**config.mk**
```make
export PLATFORM = sky130hd
export DESIGN_NAME = four_channel_baseline_threshold_trigger
export DESIGN_NICKNAME = d
export VERILOG_FILES = /design/src/rtl/core/fcbtt_pkg.sv /design/src/rtl/core/four_channel_baseline_threshold_trigger.sv
export VERILOG_INCLUDE_DIRS = /design/src /design/src/rtl/core
export SDC_FILE = /design/constraint.sdc
export NUM_CORES = 2
export LEC_CHECK = 0
export ABC_AREA = 1
export BUFFER_PORTS_ARGS = -buffer_cell sky130_fd_sc_hd__buf_2
export CAP_MARGIN = 20
export CORE_MARGIN = 2
export CORE_UTILIZATION = 64
export DETAILED_ROUTE_END_ITERATION = 8
export PLACE_DENSITY = 0.83
export SYNTH_ARGS = -nofsm -noshare
export SYNTH_HDL_FRONTEND = slang
export SYNTH_SLANG_ARGS = --single-unit
export TNS_END_PERCENT = 5
```
**constraint.sdc**
```tcl
create_clock -name clk -period 11.7 [get_ports clk]
set_input_delay 2.34 -clock clk [delete_from_list [all_inputs] [get_ports clk]]
set_output_delay 2.34 -clock clk [all_outputs]
set_load 0.005 [all_outputs]
```
**src/rtl/core/four_channel_baseline_threshold_trigger_macros.svh**
```systemverilog
`ifndef FOUR_CHANNEL_BASELINE_THRESHOLD_TRIGGER_MACROS_SVH
`define FOUR_CHANNEL_BASELINE_THRESHOLD_TRIGGER_MACROS_SVH

// same-cycle implication, disabled during reset
`define FCBTT_ASSERT_NOW(lbl, ante, cons) \
    lbl: assert property (@(posedge clk) disable iff (!rst_n) (ante) |-> (cons)) \
        else $error("fcbtt assertion failed");

// next-cycle implication, disabled during reset
`define FCBTT_ASSERT_NXT(lbl, ante, cons) \
    lbl: assert property (@(posedge clk) disable iff (!rst_n) (ante) |=> (cons)) \
        else $error("fcbtt assertion failed");

`endif

```
**src/rtl/core/fcbtt_pkg.sv**
```systemverilog
package fcbtt_pkg;

    localparam int unsigned DEF_MAX_SAMPLES = 4096;
    localparam int unsigned DEF_ADC_BITS    = 12;
    localparam int unsigned DEF_CHANNELS    = 4;

    localparam int unsigned LEN_W  = 12;
    localparam int unsigned WEND_W = 13;
    localparam int unsigned THR_W  = 13;
    localparam int unsigned CNT_W  = 32;

    localparam int unsigned CFG_IDX_W  = 2;
    localparam int unsigned CFG_DATA_W = 13;

    localparam logic [CFG_IDX_W-1:0] REG_BASELINE_LEN = 2'd0;
    localparam logic [CFG_IDX_W-1:0] REG_WINDOW_END   = 2'd1;
    localparam logic [CFG_IDX_W-1:0] REG_THRESHOLD    = 2'd2;

    localparam logic [LEN_W-1:0]         RST_BASELINE_LEN = 12'd90;
    localparam logic [WEND_W-1:0]        RST_WINDOW_END   = 13'd300;
    localparam logic signed [THR_W-1:0]  RST_THRESHOLD    = 13'sd0;

    localparam logic [CNT_W-1:0] CNT_MAX = {CNT_W{1'b1}};

endpackage

```
**src/rtl/core/four_channel_baseline_threshold_trigger.sv**
```systemverilog
// channel | dir | bits             | contents
// s_axis  | in  | tdata, tlast     | one ADC code per channel, last sample of event
// m_axis  | out | tdata            | per-event trigger result
// cfg     | in  | we, index, wdata | baseline_len, window_end, threshold
//
// One sample per cycle; a sample waits in the input register while the per-channel
// multiply and compare run, and its result is then registered.
// A result is registered in the result register when its last sample leaves the input register.
// Reset clears control, event state, counters and loads the config defaults.
// Only a last sample waits for a stalled result register; other samples flow on.
module four_channel_baseline_threshold_trigger #(
    parameter int unsigned MAX_SAMPLES = fcbtt_pkg::DEF_MAX_SAMPLES,
    parameter int unsigned ADC_BITS    = fcbtt_pkg::DEF_ADC_BITS,
    parameter int unsigned CHANNELS    = fcbtt_pkg::DEF_CHANNELS
) (
    input  logic                                       clk,
    input  logic                                       rst_n,
    input  logic                                       s_axis_tvalid,
    output logic                                       s_axis_tready,
    // adc_a, adc_b, adc_c, adc_d (ADC_BITS each), zero pad to bytes
    input  logic [((CHANNELS*ADC_BITS+7)/8)*8-1:0]     s_axis_tdata,
    input  logic                                       s_axis_tlast,
    output logic                                       m_axis_tvalid,
    input  logic                                       m_axis_tready,
    // event_fired, fired_mask, coincidence_count, event_number, short_event, zero pad
    output logic [((CHANNELS+2*fcbtt_pkg::CNT_W+2+7)/8)*8-1:0] m_axis_tdata,
    input  logic                                       cfg_we,
    input  logic [fcbtt_pkg::CFG_IDX_W-1:0]            cfg_index,
    input  logic [fcbtt_pkg::CFG_DATA_W-1:0]           cfg_wdata
);
    import fcbtt_pkg::*;

    localparam int unsigned IDX_W  = $clog2(MAX_SAMPLES + 1);
    localparam int unsigned POS_W  = (IDX_W > WEND_W) ? IDX_W : WEND_W;
    localparam int unsigned SUM_W  = ADC_BITS + LEN_W;
    localparam int unsigned DIFF_W = ((ADC_BITS + 1 > THR_W) ? ADC_BITS + 1 : THR_W) + 1;
    localparam int unsigned PROD_W = DIFF_W + LEN_W + 1;
    localparam int unsigned OUT_W  = CHANNELS + 2*CNT_W + 2;
    localparam int unsigned OUT_TW = ((OUT_W + 7) / 8) * 8;

    typedef logic [CHANNELS-1:0][ADC_BITS-1:0] codes_t;
    typedef logic [CHANNELS-1:0][SUM_W-1:0]    sums_t;

    // config
    logic [LEN_W-1:0]        baseline_len_reg;
    logic [WEND_W-1:0]       window_end_reg;
    logic signed [THR_W-1:0] threshold_reg;

    // input register
    logic   in_valid_reg;
    codes_t in_codes_reg;
    logic   in_last_reg;

    // event state
    logic [IDX_W-1:0]    idx_reg, idx_next;
    sums_t               sum_reg, sum_next;
    logic [CHANNELS-1:0] fired_reg, fired_next, fired_upd;
    logic [CNT_W-1:0]    coinc_reg, coinc_next;
    logic [CNT_W-1:0]    evt_reg, evt_next;

    // result register
    logic                out_valid_reg;
    logic                out_fired_reg, out_fired_next;
    logic [CHANNELS-1:0] out_mask_reg;
    logic [CNT_W-1:0]    out_count_reg;
    logic [CNT_W-1:0]    out_evt_reg;
    logic                out_short_reg, out_short_next;

    logic             out_free;
    logic             proc;
    logic             emit;
    logic             active;
    logic [IDX_W-1:0] idx_adv;
    logic [POS_W-1:0] pos;
    logic             in_base;
    logic             in_win;

    logic signed [PROD_W-1:0] len_s;
    logic signed [DIFF_W-1:0] diff  [CHANNELS];
    logic signed [PROD_W-1:0] prod  [CHANNELS];
    logic signed [PROD_W-1:0] sum_s [CHANNELS];

    assign out_free      = !out_valid_reg || m_axis_tready;
    assign proc          = in_valid_reg && (!in_last_reg || out_free);
    assign emit          = proc && in_last_reg;
    assign s_axis_tready = !in_valid_reg || proc;

    assign active  = idx_reg < IDX_W'(MAX_SAMPLES);
    assign idx_adv = active ? idx_reg + 1'b1 : idx_reg;
    assign pos     = POS_W'(idx_reg);
    assign in_base = pos < POS_W'(baseline_len_reg);
    assign in_win  = pos < POS_W'(window_end_reg);
    assign len_s   = signed'(PROD_W'(baseline_len_reg));

    // sum > len*(code - thr) is the exact form of mean - code > -thr
    always_comb
    begin
        for (int c = 0; c < CHANNELS; c++)
        begin
            diff[c]  = signed'(DIFF_W'(in_codes_reg[c])) - DIFF_W'(threshold_reg);
            prod[c]  = len_s * PROD_W'(diff[c]);
            sum_s[c] = signed'(PROD_W'(sum_reg[c]));
            sum_next[c]  = sum_reg[c];
            fired_upd[c] = fired_reg[c];
            if (active)
            begin
                if (in_base)
                begin
                    sum_next[c] = sum_reg[c] + SUM_W'(in_codes_reg[c]);
                end
                else if (in_win && !fired_reg[c] && (sum_s[c] > prod[c]))
                begin
                    fired_upd[c] = 1'b1;
                end
            end
        end
    end

    always_comb
    begin
        out_fired_next = &fired_upd;
        out_short_next = POS_W'(idx_adv) < POS_W'(window_end_reg);
        coinc_next     = (out_fired_next && (coinc_reg != CNT_MAX)) ? coinc_reg + 1'b1
                                                                     : coinc_reg;
        evt_next       = evt_reg + 1'b1;
        idx_next       = in_last_reg ? '0 : idx_adv;
        fired_next     = in_last_reg ? '0 : fired_upd;
    end

    always_ff @(posedge clk or negedge rst_n)
    begin
        if (!rst_n)
        begin
            baseline_len_reg <= RST_BASELINE_LEN;
            window_end_reg   <= RST_WINDOW_END;
            threshold_reg    <= RST_THRESHOLD;
        end
        else if (cfg_we)
        begin
            unique case (cfg_index)
                REG_BASELINE_LEN: baseline_len_reg <= cfg_wdata[LEN_W-1:0];
                REG_WINDOW_END:   window_end_reg   <= cfg_wdata[WEND_W-1:0];
                REG_THRESHOLD:    threshold_reg    <= signed'(cfg_wdata[THR_W-1:0]);
                default:          ;
            endcase
        end
    end

    always_ff @(posedge clk or negedge rst_n)
    begin
        if (!rst_n)
        begin
            in_valid_reg  <= 1'b0;
            out_valid_reg <= 1'b0;
            idx_reg       <= '0;
            sum_reg       <= '0;
            fired_reg     <= '0;
            coinc_reg     <= '0;
            evt_reg       <= '0;
        end
        else
        begin
            if (s_axis_tready)
            begin
                in_valid_reg <= s_axis_tvalid;
            end
            if (emit)
            begin
                out_valid_reg <= 1'b1;
            end
            else if (m_axis_tready)
            begin
                out_valid_reg <= 1'b0;
            end
            if (proc)
            begin
                idx_reg   <= idx_next;
                fired_reg <= fired_next;
                sum_reg   <= in_last_reg ? '0 : sum_next;
            end
            if (emit)
            begin
                coinc_reg <= coinc_next;
                evt_reg   <= evt_next;
            end
        end
    end

    always_ff @(posedge clk)
    begin
        if (s_axis_tvalid && s_axis_tready)
        begin
            in_codes_reg <= codes_t'(s_axis_tdata[CHANNELS*ADC_BITS-1:0]);
            in_last_reg  <= s_axis_tlast;
        end
        if (emit)
        begin
            out_fired_reg <= out_fired_next;
            out_mask_reg  <= fired_upd;
            out_count_reg <= coinc_next;
            out_evt_reg   <= evt_reg;
            out_short_reg <= out_short_next;
        end
    end

    assign m_axis_tvalid = out_valid_reg;
    assign m_axis_tdata  = OUT_TW'({out_short_reg, out_evt_reg, out_count_reg,
                                    out_mask_reg, out_fired_reg});

`include "four_channel_baseline_threshold_trigger_macros.svh"

    `FCBTT_ASSERT_NOW(a_fired_mask, out_valid_reg, !out_fired_reg || (&out_mask_reg))
    `FCBTT_ASSERT_NOW(a_flags_clear_at_start, idx_reg == '0, fired_reg == '0)
    `FCBTT_ASSERT_NXT(a_event_restart, emit, (idx_reg == '0) && (sum_reg == '0))
    `FCBTT_ASSERT_NXT(a_count_monotonic, 1'b1, coinc_reg >= $past(coinc_reg))

endmodule

```
==> insert_results.sql <==
INSERT INTO impl_metrics (metric_group, metric, value, unit) VALUES
('cts', 'cts.repair_timing.setup_buffer_count', '0', ''),
('global_routing', 'pin_count_of_the_biggest_net_entering_global_routing', '100', ''),
('setup_path', 'endpoint_kind', 'flop', ''),
('setup_path', 'rr_startpoint', 'threshold_reg[1]$_DFFE_PN0P_', ''),
('routing', 'dr.pass1.iters', '9', ''),
('routing', 'drt-wirelength-per-cell', '18.1', 'um'),
('setup_path', 'crit_buf_inv', '6', ''),
('synth', 'yosys_most_used_dff', 'sky130_fd_sc_hd__dfrtp_1', ''),
('synth', 'yosysWarningCount', '0', ''),
('sta', 'finalClockSkew', '0.0153', 'ns'),
('global_routing', 'grt_usage', '0.337', ''),
('cts', 'clk_pin_slew', '0.06', 'ns'),
('min_path', 'hp-start', 'evt_reg[29]$_DFFE_PN0P_', ''),
('setup_path', 'critPathKind', 'reg2reg', ''),
('routing', 'detail_route.wirelength', '126', 'mm'),
('final_layout', 'synthToLayoutAreaGrowth', '6.23', '%'),
('die', 'dieArea', '76700', 'um2'),
('die', 'die_x', '277', 'um'),
('setup_path', 'crit_path_max_incr_delay', '0.72', 'ns'),
('sta', 'maxSlewViolCount', '0', ''),
('cts', 'postCtsResizedCells', '0', ''),
('global_routing', 'globalRoute.totalOverflow', '0', ''),
('sta', 'max-slew-margin-rel', '0.228', ''),
('final_layout', 'layout.nets', '7171', ''),
('cts', 'buffer_levels_on_the_longest_clock_path', '3', ''),
('routing', 'detail_route.iter0.violations', '3608', ''),
('sta', 'finalCriticalPeriod', '10.34', 'ns'),
('sta', 'setup_violations', '0', ''),
('sta', 'post-route-period-util', '0.884', ''),
('sta', 'max_clock_freq', '96.7', 'MHz'),
('setup_path', 'minimum_setup_slack_among_reg_to_reg_paths', '1.36', 'ns'),
('cts', 'numCtsBuffers', '40', ''),
('synth', 'ys_types', '72', ''),
('setup_path', 'r2r_cells', '49', ''),
('global_routing', 'grt_pass1_wl', '206', 'mm'),
('die', 'i_o_pin_cnt', '143', ''),
('min_path', 'hold_path_end', 'out_evt_reg[29]$_DFFE_PP_', ''),
('placement', 'detailed_place_hpwl', '99.9', 'mm'),
('die', 'starting_density', '0.644', ''),
('sta', 'tightest_slew', '1.16', 'ns'),
('cts', 'worstSkewPairLatency', '0.59', 'ns'),
('die', 'core_region_area', '74100', 'um2'),
('cts', 'cts_root_buf', 'sky130_fd_sc_hd__clkbuf_16', ''),
('setup_path', 'cp_data_arrival_time', '10.68', 'ns'),
('cts', 'numClockSinks', '336', ''),
('sta', 'hold_viol', '0', ''),
('routing', 'drt.antenna.violating_nets', '0', ''),
('sta', 'final_tns_setup', '0', 'ns'),
('setup_path', 'worst_r2r_endpoint', 'out_count_reg[21]$_DFFE_PP_', ''),
('status', 'run_status', 'finished, violations left', ''),
('placement', 'place_inst', '6907', ''),
('cts', 'cts_max_level', '2', ''),
('setup_path', 'cp_common_cell', 'sky130_fd_sc_hd__nand2_1', ''),
('die', 'placementRows', '100', ''),
('routing', 'via_count', '39500', ''),
('setup_path', 'worst_path_max_delay_cell', 'sky130_fd_sc_hd__xor2_1', ''),
('final_layout', 'utilization', '0.684', ''),
('final_layout', 'flip_flop_count_of_the_largest_register_after_layout', '96', ''),
('setup_path', 'crit_path_start_kind', 'flop', ''),
('synth', 'synth_area', '47700', 'um2'),
('status', 'violations', 'design-rule violations', ''),
('final_layout', 'layout-drive-gt1-share', '0.0647', ''),
('min_path', 'holdPathStages', '0', ''),
('global_routing', 'grt_antenna_before_repair', '7', ''),
('synth', 'asyncSetResetFlopFracSynth', '0.646', ''),
('setup_path', 'worst-endpoint-required', '12.04', 'ns'),
('placement', 'gp_congestion', '0.971', ''),
('synth', 'synth_seq_area_share', '0.189', ''),
('final_layout', 'post_layout_nonfiller_instances', '6984', ''),
('synth', 'syn_area_per_cell', '8.09', 'um2'),
('placement', 'port_buffers', '140', ''),
('routing', 'avgViaCountPerCell', '5.65', ''),
('sta', 'rsz0062_at_grt', 'no', ''),
('synth', 'post_synth_inst_count', '5894', ''),
('routing', 'dr_drc_count', '1', ''),
('min_path', 'min-delay-path-class', 'reg2reg', ''),
('die', 'floorplan.die.height', '277', 'um'),
('cts', 'tritoncts', 'done', ''),
('synth', 'number_of_synthesized_flops_with_an_enable_pin', '119', ''),
('cts', 'holdBufCountCts', '0', ''),
('final_layout', 'num-fill-cells', '5940', ''),
('global_routing', 'first_global_vias', '40400', ''),
('setup_path', 'timing.critical_path.max_delay_family', 'adder cells', ''),
('setup_path', 'critPathMaxFanout', '38', ''),
('synth', 'synth.ff_latch_count', '336', ''),
('flow_run', 'maxCapViolCount', '0', '');
[how the worst max path moves through the flow]
stage / startpoint / endpoint / slack (ns) / cells past startpoint
4_1_cts: threshold_reg[1]$_DFFE_PN0P_ / out_count_reg[21]$_DFFE_PP_ / 1.46 / 51
2_1_floorplan: threshold_reg[1]$_DFFE_PN0P_ / out_count_reg[0]$_DFFE_PP_ / 3.33 / 50
5_1_grt: threshold_reg[1]$_DFFE_PN0P_ / coinc_reg[7]$_DFFE_PN0P_ / 0.60 / 53
3_3_place_gp: threshold_reg[1]$_DFFE_PN0P_ / out_count_reg[19]$_DFFE_PP_ / 1.61 / 51
3_5_place_dp: threshold_reg[1]$_DFFE_PN0P_ / out_count_reg[21]$_DFFE_PP_ / 1.50 / 51
6_report: threshold_reg[1]$_DFFE_PN0P_ / out_count_reg[21]$_DFFE_PP_ / 1.36 / 49
[cells in the mapped netlist (13+ instances only)]
master                        n  area share
sky130_fd_sc_hd__a21o_1      16      0.0025
sky130_fd_sc_hd__a21oi_1    261       0.027
sky130_fd_sc_hd__a31oi_1     30      0.0039
sky130_fd_sc_hd__buf_1       13      0.0010
sky130_fd_sc_hd__clkbuf_1    91      0.0072
sky130_fd_sc_hd__dfrtp_1    209        0.11
sky130_fd_sc_hd__edfxtp_1   119       0.075
sky130_fd_sc_hd__fa_1       640        0.27
sky130_fd_sc_hd__ha_1       482        0.13
sky130_fd_sc_hd__inv_1     1333        0.10
sky130_fd_sc_hd__inv_2       16      0.0013
sky130_fd_sc_hd__nand2_1   1269        0.10
sky130_fd_sc_hd__nand2_2     34      0.0045
sky130_fd_sc_hd__nand3_1    133       0.014
sky130_fd_sc_hd__nand3_2     28      0.0059
sky130_fd_sc_hd__nand4_1     55      0.0072
sky130_fd_sc_hd__nor2_1     500       0.039
sky130_fd_sc_hd__nor3_1      55      0.0058
sky130_fd_sc_hd__nor4_1      25      0.0033
sky130_fd_sc_hd__o21ai_0    182       0.019
sky130_fd_sc_hd__o21bai_1    13      0.0020
sky130_fd_sc_hd__or2_2       30      0.0039
sky130_fd_sc_hd__xnor2_1     70       0.013
sky130_fd_sc_hd__xor2_1     115       0.021
[through the flow]
stage | setup slack [ns] | cell area (um2) | hold slack, ns
after floorplan | 3.33 | 47700 | 0.425
after global placement | 1.61 | 49200 | 0.456
after detailed placement | 1.50 | 49200 | 0.461
after CTS | 1.46 | 50600 | 0.475
after global routing | 0.597 | 50600 | 0.491
final | 1.36 | 50600 | 0.473
[cells in the final DEF, fill, tap and decap left out, types with 11 or more instances in the layout]
master	n
sky130_fd_sc_hd__nand2_1	1269
sky130_fd_sc_hd__nor3_1	55
sky130_fd_sc_hd__edfxtp_1	119
sky130_fd_sc_hd__o31ai_1	11
sky130_fd_sc_hd__or2_2	30
sky130_fd_sc_hd__nand2_2	34
sky130_fd_sc_hd__inv_1	1330
sky130_fd_sc_hd__nor2_1	500
sky130_fd_sc_hd__a31oi_1	29
sky130_fd_sc_hd__clkbuf_16	40
sky130_fd_sc_hd__xnor2_1	70
sky130_fd_sc_hd__ha_1	482
sky130_fd_sc_hd__fa_1	640
sky130_fd_sc_hd__o21ai_1	11
sky130_fd_sc_hd__buf_2	139
sky130_fd_sc_hd__o21bai_1	13
sky130_fd_sc_hd__xor2_1	115
sky130_fd_sc_hd__nor4_1	25
sky130_fd_sc_hd__a21o_1	16
sky130_fd_sc_hd__o21ai_0	182
sky130_fd_sc_hd__dfrtp_1	205
sky130_fd_sc_hd__nand3_1	133
sky130_fd_sc_hd__inv_2	19
sky130_fd_sc_hd__a21oi_1	261
sky130_fd_sc_hd__buf_4	27
sky130_fd_sc_hd__nand4_1	55
sky130_fd_sc_hd__nand3_2	28
[worst register-to-register path, delay by kind of cell, from the launching register on]
family	cells	cell delay, ns
XOR/XNOR	2	0.95
flip-flops	1	0.59
buffers and inverters	6	0.79
AO/OA/AOI/OAI	9	1.51
AND/OR/NAND/NOR	24	3.04
adder cells (fa/ha/maj)	8	3.19
[logic make-up after synthesis]
kind of cell | synth area share
buf+inv | 0.119
flops | 0.189
fa+ha+maj | 0.395
xor+xnor | 0.0343
compound gates | 0.0699
simple gates | 0.192
other cells | 0.0000787
[metal layers]
| metal | track usage | share of wire | vias to the layer above |
|---|---|---|---|
| met5 | 0 | 0.00024 | - |
| met4 | 0.206 | 0.073 | 4 |
| met3 | 0.0596 | 0.090 | 445 |
| met2 | 0.540 | 0.45 | 1822 |
| met1 | 0.430 | 0.38 | 19000 |
| li1 | - | - | 18200 |
[area by class of cell]
| cell class | instances | area [um2] | share of cell area |
|---|---|---|---|
| well taps | 969 | 1210 | 0.0239 |
| diodes | 3 | 7.51 | 0.000148 |
| clock buffers | 47 | 1040 | 0.0205 |
| clock inverters | 27 | 365 | 0.00721 |
| multi-input cells | 4079 | 33000 | 0.652 |
| inverters | 1356 | 5090 | 0.101 |
| flip-flops and latches | 336 | 9020 | 0.178 |
| repair buffers | 167 | 913 | 0.0180 |
Power is not shown: default switching activity piles up to over one toggle a cycle in this logic, so the estimate is an artifact.
